## src/rtl/core/spfa_pkg.sv

```systemverilog
// Shared types and constants for the slice pool first-fit allocator.
// Used by every module of the block; depends on nothing else.
package spfa_pkg;

  localparam int MAX_SLICES_DEF = 64;

  localparam int KIND_W   = 2;
  localparam int BYTES_W  = 19;
  localparam int OFFSET_W = 18;
  localparam int STATUS_W = 3;
  localparam int RUN_W    = 7;
  localparam int SLICE_W  = 13;
  localparam int COUNT_W  = 7;

  localparam logic [KIND_W-1:0] KIND_ALLOC  = 2'd0;
  localparam logic [KIND_W-1:0] KIND_RETURN = 2'd1;
  localparam logic [KIND_W-1:0] KIND_CLEAR  = 2'd2;

  localparam logic [STATUS_W-1:0] ST_ALLOC    = 3'd0;
  localparam logic [STATUS_W-1:0] ST_FREED    = 3'd1;
  localparam logic [STATUS_W-1:0] ST_NOSPACE  = 3'd2;
  localparam logic [STATUS_W-1:0] ST_NOTFOUND = 3'd3;
  localparam logic [STATUS_W-1:0] ST_CLEARED  = 3'd4;
  localparam logic [STATUS_W-1:0] ST_ZERO     = 3'd5;

  localparam int CFG_IDX_W = 1;
  localparam logic [CFG_IDX_W-1:0] CFG_SLICE_BYTES   = 1'd0;
  localparam logic [CFG_IDX_W-1:0] CFG_SLICES_IN_USE = 1'd1;

  localparam logic [SLICE_W-1:0] SLICE_BYTES_RST = 13'd64;
  localparam logic [SLICE_W-1:0] SLICE_BYTES_MAX = 13'd4096;
  localparam logic [COUNT_W-1:0] SLICES_RST      = 7'd64;

  localparam int DIV_STEPS = BYTES_W;
  localparam int DIV_CNT_W = $clog2(DIV_STEPS);

  typedef struct packed {
    logic               start;
    logic [BYTES_W-1:0] num;
    logic [SLICE_W-1:0] den;
  } div_req_t;

  typedef struct packed {
    logic               done;
    logic [BYTES_W-1:0] quot;
    logic [SLICE_W-1:0] rem;
  } div_rsp_t;

  typedef struct packed {
    logic                valid;
    logic [STATUS_W-1:0] status;
    logic [OFFSET_W-1:0] offset;
    logic [RUN_W-1:0]    run;
  } seq_res_t;

endpackage

```

## src/rtl/core/spfa_div.sv

```systemverilog
// Iterative restoring divider, one quotient bit per cycle.
// Depends on spfa_pkg for widths and the request and response structs.
module spfa_div (
  input  logic                clk,
  input  logic                rst_n,
  input  spfa_pkg::div_req_t  req,
  output spfa_pkg::div_rsp_t  rsp
);

  localparam int BW = spfa_pkg::BYTES_W;
  localparam int SW = spfa_pkg::SLICE_W;
  localparam int CW = spfa_pkg::DIV_CNT_W;

  logic          busy_r, busy_nxt;
  logic          done_r, done_nxt;
  logic [CW-1:0] cnt_r, cnt_nxt;
  logic [BW-1:0] num_r, num_nxt;
  logic [BW-1:0] quo_r, quo_nxt;
  logic [SW-1:0] rem_r, rem_nxt;
  logic [SW-1:0] den_r, den_nxt;
  logic [SW:0]   trial;
  logic [SW:0]   diff;
  logic          ge;

  always_comb begin
    trial    = {rem_r, num_r[BW-1]};
    ge       = trial >= {1'b0, den_r};
    diff     = trial - {1'b0, den_r};
    busy_nxt = busy_r;
    done_nxt = 1'b0;
    cnt_nxt  = cnt_r;
    num_nxt  = num_r;
    quo_nxt  = quo_r;
    rem_nxt  = rem_r;
    den_nxt  = den_r;
    if (req.start) begin
      busy_nxt = 1'b1;
      cnt_nxt  = '0;
      num_nxt  = req.num;
      quo_nxt  = '0;
      rem_nxt  = '0;
      den_nxt  = req.den;
    end else if (busy_r) begin
      rem_nxt = ge ? diff[SW-1:0] : trial[SW-1:0];
      quo_nxt = {quo_r[BW-2:0], ge};
      num_nxt = num_r << 1;
      cnt_nxt = cnt_r + 1'b1;
      if (cnt_r == CW'(spfa_pkg::DIV_STEPS - 1)) begin
        busy_nxt = 1'b0;
        done_nxt = 1'b1;
      end
    end
  end

  always_ff @(posedge clk) begin
    if (!rst_n) begin
      busy_r <= 1'b0;
      done_r <= 1'b0;
      cnt_r  <= '0;
    end else begin
      busy_r <= busy_nxt;
      done_r <= done_nxt;
      cnt_r  <= cnt_nxt;
    end
    num_r <= num_nxt;
    quo_r <= quo_nxt;
    rem_r <= rem_nxt;
    den_r <= den_nxt;
  end

  assign rsp.done = done_r;
  assign rsp.quot = quo_r;
  assign rsp.rem  = rem_r;

endmodule

```

## src/rtl/core/spfa_seq.sv

```systemverilog
// Sequencer that owns the free and start bitmaps and walks them one slice per cycle.
// Depends on spfa_pkg and drives the shared divider spfa_div through its structs.
module spfa_seq #(
  parameter int MAX_SLICES = spfa_pkg::MAX_SLICES_DEF
) (
  input  logic                                 clk,
  input  logic                                 rst_n,
  input  logic                                 in_valid,
  output logic                                 in_ready,
  input  logic [spfa_pkg::KIND_W-1:0]          in_kind,
  input  logic [spfa_pkg::BYTES_W-1:0]         in_req_bytes,
  input  logic [spfa_pkg::OFFSET_W-1:0]        in_ret_offset,
  input  logic [spfa_pkg::SLICE_W-1:0]         eff_bytes,
  input  logic [$clog2(MAX_SLICES+1)-1:0]      eff_cnt,
  output spfa_pkg::div_req_t                   div_req,
  input  spfa_pkg::div_rsp_t                   div_rsp,
  output spfa_pkg::seq_res_t                   res,
  input  logic                                 res_ready
);

  localparam int IDX_W = $clog2(MAX_SLICES);
  localparam int CNT_W = $clog2(MAX_SLICES + 1);
  localparam int BW    = spfa_pkg::BYTES_W;

  localparam logic [2:0] S_IDLE = 3'd0;
  localparam logic [2:0] S_DIV  = 3'd1;
  localparam logic [2:0] S_SCAN = 3'd2;
  localparam logic [2:0] S_FILL = 3'd3;
  localparam logic [2:0] S_MARK = 3'd4;
  localparam logic [2:0] S_CHK  = 3'd5;
  localparam logic [2:0] S_FREE = 3'd6;
  localparam logic [2:0] S_FIN  = 3'd7;

  logic [2:0]                      state_r, state_nxt;
  logic [spfa_pkg::KIND_W-1:0]     kind_r, kind_nxt;
  logic [spfa_pkg::OFFSET_W-1:0]   ret_off_r, ret_off_nxt;
  logic [MAX_SLICES-1:0]           free_r, free_nxt;
  logic [MAX_SLICES-1:0]           start_r, start_nxt;
  logic [CNT_W-1:0]                need_r, need_nxt;
  logic [CNT_W-1:0]                ptr_r, ptr_nxt;
  logic [CNT_W-1:0]                run_r, run_nxt;
  logic [CNT_W-1:0]                first_r, first_nxt;
  logic [CNT_W-1:0]                last_r, last_nxt;
  logic [CNT_W-1:0]                idx_r, idx_nxt;
  logic [spfa_pkg::STATUS_W-1:0]   status_r, status_nxt;
  logic [spfa_pkg::OFFSET_W-1:0]   off_r, off_nxt;
  logic [spfa_pkg::RUN_W-1:0]      runout_r, runout_nxt;
  logic [IDX_W-1:0]                ptr_idx;
  logic                            free_bit;
  logic                            start_bit;
  logic [BW:0]                     need_full;
  logic [CNT_W-1:0]                run_inc;
  logic [CNT_W+spfa_pkg::SLICE_W-1:0] prod;

  always_comb begin
    ptr_idx    = ptr_r[IDX_W-1:0];
    free_bit   = free_r[ptr_idx];
    start_bit  = start_r[ptr_idx];
    need_full  = {1'b0, div_rsp.quot} + (BW+1)'(div_rsp.rem != '0);
    run_inc    = free_bit ? run_r + 1'b1 : '0;
    prod       = first_r * eff_bytes;
    state_nxt  = state_r;
    kind_nxt   = kind_r;
    ret_off_nxt = ret_off_r;
    free_nxt   = free_r;
    start_nxt  = start_r;
    need_nxt   = need_r;
    ptr_nxt    = ptr_r;
    run_nxt    = run_r;
    first_nxt  = first_r;
    last_nxt   = last_r;
    idx_nxt    = idx_r;
    status_nxt = status_r;
    off_nxt    = off_r;
    runout_nxt = runout_r;
    div_req.start = 1'b0;
    div_req.num   = in_kind == spfa_pkg::KIND_ALLOC ? in_req_bytes : BW'(in_ret_offset);
    div_req.den   = eff_bytes;
    in_ready   = state_r == S_IDLE;

    unique case (state_r)
      S_IDLE: begin
        if (in_valid) begin
          kind_nxt    = in_kind;
          ret_off_nxt = in_ret_offset;
          off_nxt     = '0;
          runout_nxt  = '0;
          case (in_kind)
            spfa_pkg::KIND_ALLOC: begin
              if (in_req_bytes == '0) begin
                status_nxt = spfa_pkg::ST_ZERO;
                state_nxt  = S_FIN;
              end else begin
                div_req.start = 1'b1;
                state_nxt     = S_DIV;
              end
            end
            spfa_pkg::KIND_RETURN: begin
              div_req.start = 1'b1;
              state_nxt     = S_DIV;
            end
            spfa_pkg::KIND_CLEAR: begin
              free_nxt   = '1;
              start_nxt  = '0;
              status_nxt = spfa_pkg::ST_CLEARED;
              state_nxt  = S_FIN;
            end
            default: state_nxt = S_IDLE;
          endcase
        end
      end
      S_DIV: begin
        if (div_rsp.done) begin
          ptr_nxt = '0;
          run_nxt = '0;
          if (kind_r == spfa_pkg::KIND_ALLOC) begin
            if (need_full > (BW+1)'(eff_cnt)) begin
              status_nxt = spfa_pkg::ST_NOSPACE;
              state_nxt  = S_FIN;
            end else begin
              need_nxt  = CNT_W'(need_full);
              state_nxt = S_SCAN;
            end
          end else if (div_rsp.rem != '0 || div_rsp.quot >= BW'(eff_cnt)) begin
            status_nxt = spfa_pkg::ST_NOTFOUND;
            state_nxt  = S_FIN;
          end else begin
            ptr_nxt   = CNT_W'(div_rsp.quot);
            state_nxt = S_CHK;
          end
        end
      end
      S_SCAN: begin
        run_nxt = run_inc;
        if (run_inc == need_r) begin
          first_nxt = ptr_r + 1'b1 - need_r;
          last_nxt  = ptr_r;
          ptr_nxt   = ptr_r + 1'b1 - need_r;
          state_nxt = S_FILL;
        end else if (ptr_r == eff_cnt - 1'b1) begin
          status_nxt = spfa_pkg::ST_NOSPACE;
          state_nxt  = S_FIN;
        end else begin
          ptr_nxt = ptr_r + 1'b1;
        end
      end
      S_FILL: begin
        free_nxt[ptr_idx] = 1'b0;
        ptr_nxt = ptr_r + 1'b1;
        if (ptr_r == last_r) begin
          state_nxt = S_MARK;
        end
      end
      S_MARK: begin
        start_nxt[first_r[IDX_W-1:0]] = 1'b1;
        status_nxt = spfa_pkg::ST_ALLOC;
        off_nxt    = spfa_pkg::OFFSET_W'(prod);
        runout_nxt = spfa_pkg::RUN_W'(need_r);
        state_nxt  = S_FIN;
      end
      S_CHK: begin
        if (!start_bit) begin
          status_nxt = spfa_pkg::ST_NOTFOUND;
          state_nxt  = S_FIN;
        end else begin
          start_nxt[ptr_idx] = 1'b0;
          idx_nxt   = ptr_r;
          run_nxt   = '0;
          state_nxt = S_FREE;
        end
      end
      S_FREE: begin
        if (ptr_r >= eff_cnt || free_bit || (ptr_r != idx_r && start_bit)) begin
          status_nxt = spfa_pkg::ST_FREED;
          off_nxt    = ret_off_r;
          runout_nxt = spfa_pkg::RUN_W'(run_r);
          state_nxt  = S_FIN;
        end else begin
          free_nxt[ptr_idx] = 1'b1;
          run_nxt = run_r + 1'b1;
          ptr_nxt = ptr_r + 1'b1;
        end
      end
      S_FIN: begin
        if (res_ready) begin
          state_nxt = S_IDLE;
        end
      end
      default: state_nxt = S_IDLE;
    endcase
  end

  always_ff @(posedge clk) begin
    if (!rst_n) begin
      state_r <= S_IDLE;
      free_r  <= '1;
      start_r <= '0;
    end else begin
      state_r <= state_nxt;
      free_r  <= free_nxt;
      start_r <= start_nxt;
    end
    kind_r    <= kind_nxt;
    ret_off_r <= ret_off_nxt;
    need_r    <= need_nxt;
    ptr_r     <= ptr_nxt;
    run_r     <= run_nxt;
    first_r   <= first_nxt;
    last_r    <= last_nxt;
    idx_r     <= idx_nxt;
    status_r  <= status_nxt;
    off_r     <= off_nxt;
    runout_r  <= runout_nxt;
  end

  assign res.valid  = state_r == S_FIN;
  assign res.status = status_r;
  assign res.offset = off_r;
  assign res.run    = runout_r;

  a_start_not_free: assert property (@(posedge clk) disable iff (!rst_n)
    (start_r & free_r) == '0)
    else $error("A slice marked as an allocation start is also marked free.");

  a_fill_on_free: assert property (@(posedge clk) disable iff (!rst_n)
    state_r == S_FILL |-> free_bit)
    else $error("The fill pass reached a slice that was not free.");

  a_div_done_expected: assert property (@(posedge clk) disable iff (!rst_n)
    div_rsp.done |-> state_r == S_DIV)
    else $error("The divider finished while the sequencer was not waiting for it.");

  a_freed_nonempty: assert property (@(posedge clk) disable iff (!rst_n)
    res.valid && res.status == spfa_pkg::ST_FREED |-> res.run != '0)
    else $error("A successful return freed no slices.");

endmodule

```

## src/rtl/core/slice_pool_first_fit_allocator.sv

```systemverilog
// Slice pool allocator, first fit over a free bitmap, one item in flight. Every item
// accepted on the in_ channel yields one result on out_ except kind 3, which is dropped.
// A granted request runs the divider, scans the bitmap up to the last slice of the run
// and then fills the run; a request with no fitting run scans the whole pool. A request
// larger than the pool or a misaligned or out-of-range return ends after the divider,
// and a return that does not hit an allocation start ends after the start check; a
// return walks the slices that it frees. A clear or a zero-byte request skips the
// divider. The next item is accepted at the earliest in the cycle after its result is
// loaded, and a result that waits on out_ready holds the block. Every nonzero byte count
// and byte offset is turned into slices by the shared 19-step restoring divider, and the
// sequencer reads the bitmaps one slice per cycle. There is no clearing pass after
// reset, and configuration writes are accepted at any time but must be made only while
// the block is idle.
module slice_pool_first_fit_allocator #(
  parameter int MAX_SLICES = spfa_pkg::MAX_SLICES_DEF
) (
  input  logic                               clk,
  input  logic                               rst_n,
  input  logic                               in_valid,
  output logic                               in_ready,
  input  logic [spfa_pkg::KIND_W-1:0]        in_kind,
  input  logic [spfa_pkg::BYTES_W-1:0]       in_req_bytes,
  input  logic [spfa_pkg::OFFSET_W-1:0]      in_ret_offset,
  output logic                               out_valid,
  input  logic                               out_ready,
  output logic [spfa_pkg::STATUS_W-1:0]      out_status,
  output logic [spfa_pkg::OFFSET_W-1:0]      out_alloc_offset,
  output logic [spfa_pkg::RUN_W-1:0]         out_run_slices,
  input  logic                               cfg_valid,
  output logic                               cfg_ready,
  input  logic [spfa_pkg::CFG_IDX_W-1:0]     cfg_index,
  input  logic [spfa_pkg::SLICE_W-1:0]       cfg_data
);

  localparam int CNT_W = $clog2(MAX_SLICES + 1);
  localparam int EXT_W = (CNT_W > spfa_pkg::COUNT_W) ? CNT_W : spfa_pkg::COUNT_W;

  logic [spfa_pkg::SLICE_W-1:0]   slice_bytes_r, slice_bytes_nxt;
  logic [spfa_pkg::COUNT_W-1:0]   slices_r, slices_nxt;
  logic [spfa_pkg::SLICE_W-1:0]   eff_bytes;
  logic [CNT_W-1:0]               eff_cnt;
  logic [EXT_W-1:0]               slices_ext;
  logic                           out_valid_r, out_valid_nxt;
  logic [spfa_pkg::STATUS_W-1:0]  status_r, status_nxt;
  logic [spfa_pkg::OFFSET_W-1:0]  offset_r, offset_nxt;
  logic [spfa_pkg::RUN_W-1:0]     run_r, run_nxt;
  logic                           res_ready;
  spfa_pkg::div_req_t             div_req;
  spfa_pkg::div_rsp_t             div_rsp;
  spfa_pkg::seq_res_t             res;

  assign cfg_ready = 1'b1;

  always_comb begin
    slice_bytes_nxt = slice_bytes_r;
    slices_nxt      = slices_r;
    if (cfg_valid) begin
      unique case (cfg_index)
        spfa_pkg::CFG_SLICE_BYTES:   slice_bytes_nxt = cfg_data;
        spfa_pkg::CFG_SLICES_IN_USE: slices_nxt = cfg_data[spfa_pkg::COUNT_W-1:0];
        default: ;
      endcase
    end
  end

  always_comb begin
    if (slice_bytes_r == '0) begin
      eff_bytes = spfa_pkg::SLICE_W'(1);
    end else if (slice_bytes_r > spfa_pkg::SLICE_BYTES_MAX) begin
      eff_bytes = spfa_pkg::SLICE_BYTES_MAX;
    end else begin
      eff_bytes = slice_bytes_r;
    end
    slices_ext = EXT_W'(slices_r);
    if (slices_r == '0) begin
      eff_cnt = CNT_W'(1);
    end else if (slices_ext > EXT_W'(MAX_SLICES)) begin
      eff_cnt = CNT_W'(MAX_SLICES);
    end else begin
      eff_cnt = CNT_W'(slices_ext);
    end
  end

  assign res_ready = !out_valid_r || out_ready;

  always_comb begin
    out_valid_nxt = out_valid_r;
    status_nxt    = status_r;
    offset_nxt    = offset_r;
    run_nxt       = run_r;
    if (out_valid_r && out_ready) begin
      out_valid_nxt = 1'b0;
    end
    if (res.valid && res_ready) begin
      out_valid_nxt = 1'b1;
      status_nxt    = res.status;
      offset_nxt    = res.offset;
      run_nxt       = res.run;
    end
  end

  always_ff @(posedge clk) begin
    if (!rst_n) begin
      slice_bytes_r <= spfa_pkg::SLICE_BYTES_RST;
      slices_r      <= spfa_pkg::SLICES_RST;
      out_valid_r   <= 1'b0;
    end else begin
      slice_bytes_r <= slice_bytes_nxt;
      slices_r      <= slices_nxt;
      out_valid_r   <= out_valid_nxt;
    end
    status_r <= status_nxt;
    offset_r <= offset_nxt;
    run_r    <= run_nxt;
  end

  assign out_valid        = out_valid_r;
  assign out_status       = status_r;
  assign out_alloc_offset = offset_r;
  assign out_run_slices   = run_r;

  spfa_div u_div (
    .clk   (clk),
    .rst_n (rst_n),
    .req   (div_req),
    .rsp   (div_rsp)
  );

  spfa_seq #(
    .MAX_SLICES (MAX_SLICES)
  ) u_seq (
    .clk           (clk),
    .rst_n         (rst_n),
    .in_valid      (in_valid),
    .in_ready      (in_ready),
    .in_kind       (in_kind),
    .in_req_bytes  (in_req_bytes),
    .in_ret_offset (in_ret_offset),
    .eff_bytes     (eff_bytes),
    .eff_cnt       (eff_cnt),
    .div_req       (div_req),
    .div_rsp       (div_rsp),
    .res           (res),
    .res_ready     (res_ready)
  );

endmodule
```

## config.mk

```make
export PLATFORM = sky130hd
export DESIGN_NAME = slice_pool_first_fit_allocator
export DESIGN_NICKNAME = d
export VERILOG_FILES = /design/src/rtl/core/spfa_pkg.sv /design/src/rtl/core/spfa_div.sv /design/src/rtl/core/spfa_seq.sv /design/src/rtl/core/slice_pool_first_fit_allocator.sv
export SDC_FILE = /design/constraint.sdc
export NUM_CORES = 1
export LEC_CHECK = 0
export ABC_AREA = 1
export BUFFER_PORTS_ARGS = -buffer_cell sky130_fd_sc_hd__buf_4
export CELL_PAD_IN_SITES_DETAIL_PLACEMENT = 0
export CELL_PAD_IN_SITES_GLOBAL_PLACEMENT = 1
export CORE_MARGIN = 3
export CORE_UTILIZATION = 25
export CTS_CLUSTER_SIZE = 25
export DETAILED_ROUTE_END_ITERATION = 12
export PLACE_DENSITY = 0.48
export SLEW_MARGIN = 10
export SYNTH_ARGS = -nofsm -noshare
export SYNTH_HDL_FRONTEND = slang
export SYNTH_HIERARCHICAL = 1
export SYNTH_SLANG_ARGS = --single-unit
```

## constraint.sdc

```tcl
create_clock -name clk -period 4.45 [get_ports clk]
set_input_delay 0.2225 -clock clk [delete_from_list [all_inputs] [get_ports clk]]
set_output_delay 0.2225 -clock clk [all_outputs]
set_load 0.02 [all_outputs]
```

== Word-level counts from Yosys, hierarchy flattened ==
Cells that the tools add are included.

* Latch bits: 0
* Memories: 0
* Output and inout port bits: 31
* Register bits after elaboration: 341
* Bits in writable memories: 0
* Word-level logic and storage cells: 203
* ROM bits: 0
* Input port bits: 58

* $lt $le $gt $ge: 10
* Multiplexer cells: 78
* Equality and inequality tests: 31
* Shift-type cells: 0
* Bitwise gates (word level): 9
* Multiply operators: 1
* Divide/modulo/power cells: 0
* Reduce and logical (&&, ||, !) cells: 40
* $add $sub $neg: 7

{| class="wikitable"
|+ Operators with widths
! operator !! number
|-
| 64-bit two-way mux || 6
|-
| 64-bit one-hot mux with 3 select lines || 2
|-
| 64-bit bitwise AND || 2
|-
| 64-bit bitwise OR || 2
|-
| 7-bit two-way mux || 14
|-
| 64-bit inverter || 1
|-
| 3-bit two-way mux || 20
|-
| 19-bit two-way mux || 3
|-
| 7-bit one-hot mux with 4 select lines || 2
|-
| 18-bit one-hot mux with 3 select lines || 1
|-
| 13-bit two-way mux || 3
|-
| 18-bit two-way mux || 2
|-
| 3-bit one-hot mux with 8 select lines || 1
|-
| 7-bit equality test || 3
|-
| 7-bit one-hot mux with 3 select lines || 1
|-
| 19-bit by 1-bit adder with 20-bit output || 1
|-
| 20-bit by 7-bit > comparator with 1-bit output || 1
|-
| 4-bit AND reduction || 5
|-
| 19-bit by 7-bit greater-or-equal comparator with 1-bit output || 1
|-
| 19-bit zero test || 1
|-
| 7-bit by 13-bit multiplier with 18-bit output || 1
|-
| 3-bit one-hot mux with 6 select lines || 1
|-
| 7-bit by 1-bit adder with 7-bit output (second input constant) || 2
|-
| 14-bit by 13-bit greater-or-equal comparator with 1-bit output || 1
|-
| 47 further kinds || 99
|}

== Depth between registers and ports, before layout ==
* Depth after elaboration: 9
* Mapped depth: 27
* Gate-level depth less buffers: 27

== Modules after synthesis ==
The synthesis kept the hierarchy.

{| class="wikitable"
|+ Modules (own cells, without submodules)
! module !! cells an instance !! area an instance (µm²) !! times used !! sequential area each (µm²)
|-
| spfa_seq || 2390 || 17058.9 || 1 || 5325.1
|-
| spfa_div || 462 || 3634.7 || 1 || 1741.7
|-
| slice_pool_first_fit_allocator || 171 || 1865.5 || 1 || 1261.2
|}

== Worst setup path after synthesis ==
OpenSTA, ideal clock, no wires.

* Path type: register to register
* Start: register slice_bytes_r[6] in the netlist's numbering
* End: register u_seq/off_r[15] in the netlist's numbering, data pin
* Library setup time: 261 ps
* Buffers on the path: 0
* Period minus slack after synthesis: 4936 ps
* Stages on the path, launching flop included: 23
* Slack: -486 ps
* Required time: 4189 ps
* Arrival time: 4675 ps
* Cells stage by stage: dfxtp_1 nor2_2 nand2_2 nor2_4 nand2_4 a21boi_2 nand2_1 fa_1 fa_1 inv_1 fa_1 inv_1 fa_1 inv_1 ha_1 a21oi_1 o21ai_0 a31oi_1 o21ai_0 a21boi_0 nand2_1 nand2_1 o21ai_0

* Word-level cells in the longest chain between the ends: 5
* Elaborated cells on any way between the ends: 6
* Classes of those cells: mul (1); order compare (1); mux (3); reduce/logical (1)

{| class="wikitable"
|+ Ends and longest elaborated chain
! what !! RTL line !! RTL
|-
| start: declaration || slice_pool_first_fit_allocator.sv:38 || <nowiki>logic [spfa_pkg::SLICE_W-1:0] slice_bytes_r, slice_bytes_nxt;</nowiki>
|-
| start signal: assignment || slice_pool_first_fit_allocator.sv:104 || <nowiki>slice_bytes_r <= spfa_pkg::SLICE_BYTES_RST;</nowiki>
|-
| start signal: assignment || slice_pool_first_fit_allocator.sv:108 || <nowiki>slice_bytes_r <= slice_bytes_nxt;</nowiki>
|-
| 13-bit > comparator || slice_pool_first_fit_allocator.sv:69 || <nowiki>end else if (slice_bytes_r > spfa_pkg::SLICE_BYTES_MAX) begin</nowiki>
|-
| 13-bit two-way mux || slice_pool_first_fit_allocator.sv:69 ||
|-
| 13-bit two-way mux * || slice_pool_first_fit_allocator.sv:67 || <nowiki>if (slice_bytes_r == '0) begin</nowiki>
|-
| net eff_bytes (one bit) || slice_pool_first_fit_allocator.sv:40 || <nowiki>logic [spfa_pkg::SLICE_W-1:0] eff_bytes;</nowiki>
|-
| 7-bit by 13-bit multiplier with 18-bit output * || spfa_seq.sv:61 || <nowiki>prod = first_r * eff_bytes;</nowiki>
|-
| 18-bit one-hot mux with 3 select lines * || spfa_seq.sv:81 || <nowiki>unique case (state_r)</nowiki>
|-
| net u_seq.off_nxt (one bit) || spfa_seq.sv:46 || <nowiki>logic [spfa_pkg::OFFSET_W-1:0] off_r, off_nxt;</nowiki>
|-
| end signal: assignment || spfa_seq.sv:212 || <nowiki>off_r <= off_nxt;</nowiki>
|-
| end: declaration || spfa_seq.sv:46 ||
|}

Mark *: on every way through the listed nets, which the timed path passes. The rest lies on a longest branch.
A chain may end at the register's enable or synchronous reset.

== Final worst setup path ==
* Start: register slice_bytes_r[10] in the netlist's numbering
* End: register u_seq/off_r[11] in the netlist's numbering, data pin

Same word-level chain as after synthesis.

==> impl_metrics.yaml <==
status:
  status: "finished with violations"
  violations: "negative setup slack"
sta:
  slew_headroom_pct: 23.9
  setup_viol: 10
  finClkSkew_ns: 0.0317
  setup_ws_ns: -0.416
  holdWs_ns: 0.0429
  fin_crit_sh_pct: 109
  fin_crit_ns: 4.87
  worst_slew_pin_slew_ns: 1.14
  final.setup.tns_ns: -2.93
  hold_viol: 0
  rsz0062_at_grt: "true"
  max_freq_ghz: 0.205
  finalMaxSlewViolations: 0
yosys:
  synth_commonest_cells: "nand2_1, inv_1, nor2_1"
  synth_seq_cells: 341
  yosysTopAreaCell: "edfxtp_1"
  ys_async_sr_fraction_pct: 0
  avgSynthCellArea_sq_um: 7.46
  yosys_warnings: 6
  yosysSeqAreaShare_pct: 36.9
  synth_edf_count: 150
  synth_top_area_share_pct: 20.0
  syn_inst: 3023
  synth.most_common_cell: "nand2_1"
  dominantRegCellSynth: "dfxtp_1"
  yosys.cell_types.count: 59
  netlist_top_cells_area: "edfxtp_1, dfxtp_1, nand2_1"
  synth_area_sq_um: 22600
  synth_nets: 3214
floorplanning:
  die_area_sq_um: 93900
  num_rows: 109
  io_pins: 89
  die_h_microns: 306
  core_region_area_sq_um: 88900
  start_util_pct: 25.4
  die_w_microns: 306
worst_setup_path:
  path_cells: "nor2_1, nand2_1, inv_2, nand2_4, a21boi_4, buf_6, buf_6, nand2_1, inv_1, fa_1, inv_2, fa_1, inv_1, fa_1, inv_1, fa_1, inv_2, ha_4, a21oi_4, o21ai_4, a31oi_4, buf_6, or2_2, a32o_1"
  worst_path_most_repeated_cell: "fa_1"
  crit_fanout: 6
  arrival_ns: 5.21
  critPathKind: "reg -> reg"
  startpoint_type: "flip-flop"
  crit_slowest_cell: "fa_1"
  cp_num_buf_inv: 9
  endpoint_kind: "flip-flop"
  slowest_delay_ns: 0.52
  crit_family: "adder cells"
  required_ns: 4.80
pwr:
  p_leak_uw: 0.0123
  powerDensity_nw_per_um2: 611
  peakVddDrop_mv: 0.461
grt:
  first_global_vias: 20500
  grt_max_degree: 75
  grt_pass1_wl_microns: 127000
  grt.overflow.total: 0
  grt_use_total_pct: 17.7
  antenna_found_initial: 5
route:
  drc: 0
  wire_per_inst_microns: 19.3
  drt_iter0_drc: 1565
  via_per_inst: 4.72
  routed_wl_microns: 85000
  ant_nets: 0
  drt_pass1_iterations: 6
  vias: 20800
placed_design:
  port_buffers: 87
  dp_slack_ns: -0.458
  dpl.hpwl_microns: 59800
  globalplace.congestion: 0.834
flow_run:
  max_cap_viol_count: 0
clock_tree:
  clockBufferDepth: 3
  clk_latency_ns: 0.61
  tritoncts: "built"
  clk_pin_slew_worst_paths_ns: 0.06
  cts_sinks: 341
  cts-htree-levels: 2
  clock-root-buffer: "clkbuf_16"
  cts_made_buffers: 45
cells_and_area:
  fin_nets: 3396
  antenna_cells: 0
  drive_above_1_share_pct: 16.1
  fin_util_pct: 31.0
  area_growth_pct: 22.1
min_path:
  min_path_type: "in -> reg"
-- logic make-up after synthesis --
group	Yosys count	share of synthesized area, %
AND/OR/NAND/NOR	1248	23.3
buffers and inverters	645	12.1
AO/OA/AOI/OAI	595	16.2
flip-flops	341	36.9
adder cells (fa/ha/maj)	133	9.21
XOR/XNOR	60	2.33
other	1	0.0166
-- layer usage --
| layer | GRT usage [%] | share of wire (%) |
|---|---|---|
| met1 | 24.6 | 47 |
| met2 | 28.9 | 46 |
| met3 | 2.67 | 4.7 |
| met4 | 4.02 | 2.1 |
| met5 | 0 | 0 |
-- path summary, 6_finish.rpt --
path / startpoint / to / slack, ns / depth (start not counted)
max: slice_bytes_r[10] / u_seq/off_r[11] / -0.42 / 24
min: in_req_bytes[4] / u_div/num_r[4] / 0.04 / 5
max reg2reg: slice_bytes_r[10] / u_seq/off_r[11] / -0.42 / 24
min reg2reg: u_seq/off_r[4] / out_alloc_offset[4] / 0.42 / 0
-- power breakdown --
part / leakage [uW] / internal [uW] / total [uW] / switching (uW)
logic: 0.00861 / 2610 / 8380 / 5770
clock network: 0.000715 / 2100 / 3630 / 1530
registers: 0.00298 / 4350 / 4820 / 469
-- flip-flops by register name, indices dropped and copies added (netlist names), 13 cells and up --
name,count
u_div/quo_r,19
u_seq/start_r,64
u_div/rem_r,13
u_div/den_r,13
u_seq/free_r,64
u_seq/ret_off_r,18
slice_bytes_r,13
u_div/num_r,19
out_alloc_offset,18
u_seq/off_r,18
-- metrics by stage --
| step | total power [uW] | instance area, sq um | instances |
|---|---|---|---|
| 2_1_floorplan | 10400 | 22800 | 3023 |
| 3_3_place_gp | 12900 | 25200 | 4267 |
| 3_5_place_dp | 13000 | 25200 | 4267 |
| 4_1_cts | 16800 | 27100 | 4387 |
| 5_1_grt | 18100 | 27500 | 4406 |
| 6_report | 16800 | 27500 | 4406 |
-- cell usage in the layout, fill, tap and decap left out, types with 30 or more instances in the layout --
| cell type | synthesis | final |
|---|---|---|
| nand2_1 | 716 | 703 |
| inv_1 | 485 | 462 |
| nor2_1 | 249 | 242 |
| buf_4 | 32 | 227 |
| o21ai_0 | 213 | 198 |
| dfxtp_1 | 191 | 186 |
| edfxtp_1 | 150 | 150 |
| nand3_1 | 132 | 131 |
| a21oi_1 | 141 | 129 |
| o211ai_1 | 67 | 67 |
| ha_1 | 78 | 65 |
| nor3_1 | 59 | 57 |
| a21oi_2 | 48 | 57 |
| fa_1 | 55 | 54 |
| o22ai_1 | 52 | 52 |
| clkbuf_16 | 0 | 45 |
| xor2_1 | 43 | 41 |
| dlygate4sd3_1 | 0 | 35 |
| inv_2 | 9 | 30 |
| nand4_1 | 30 | 30 |
-- cell type report --
cell class / instances / area (sq um)
tap: 1165 / 1460
sequential: 341 / 8330
multi-input combinational: 2038 / 12000
clock inverter: 20 / 208
clock buffer: 63 / 1250
inverter: 496 / 1870
fill: 9537 / 61400
timing repair buffer: 283 / 2380
-- worst min-delay path: stages --
cell and delay (ns):
buf_4 0.09, nand2_1 0.05, nand2_1 0.06, nand2_1 0.04
nand2_1 0.06
-- repair_timing --
item | 4_1_cts | 5_1_grt
cloned | 0 | 1
buffers inserted | 2 | 19
setup endpoints to repair | 10 | 23
gates resized for setup | 26 | 72
hold buffers | 35 | 0
pin swaps | 8 | 56
hold endpoints to repair | 43 | 0
Power figures use the tool's default switching activity.
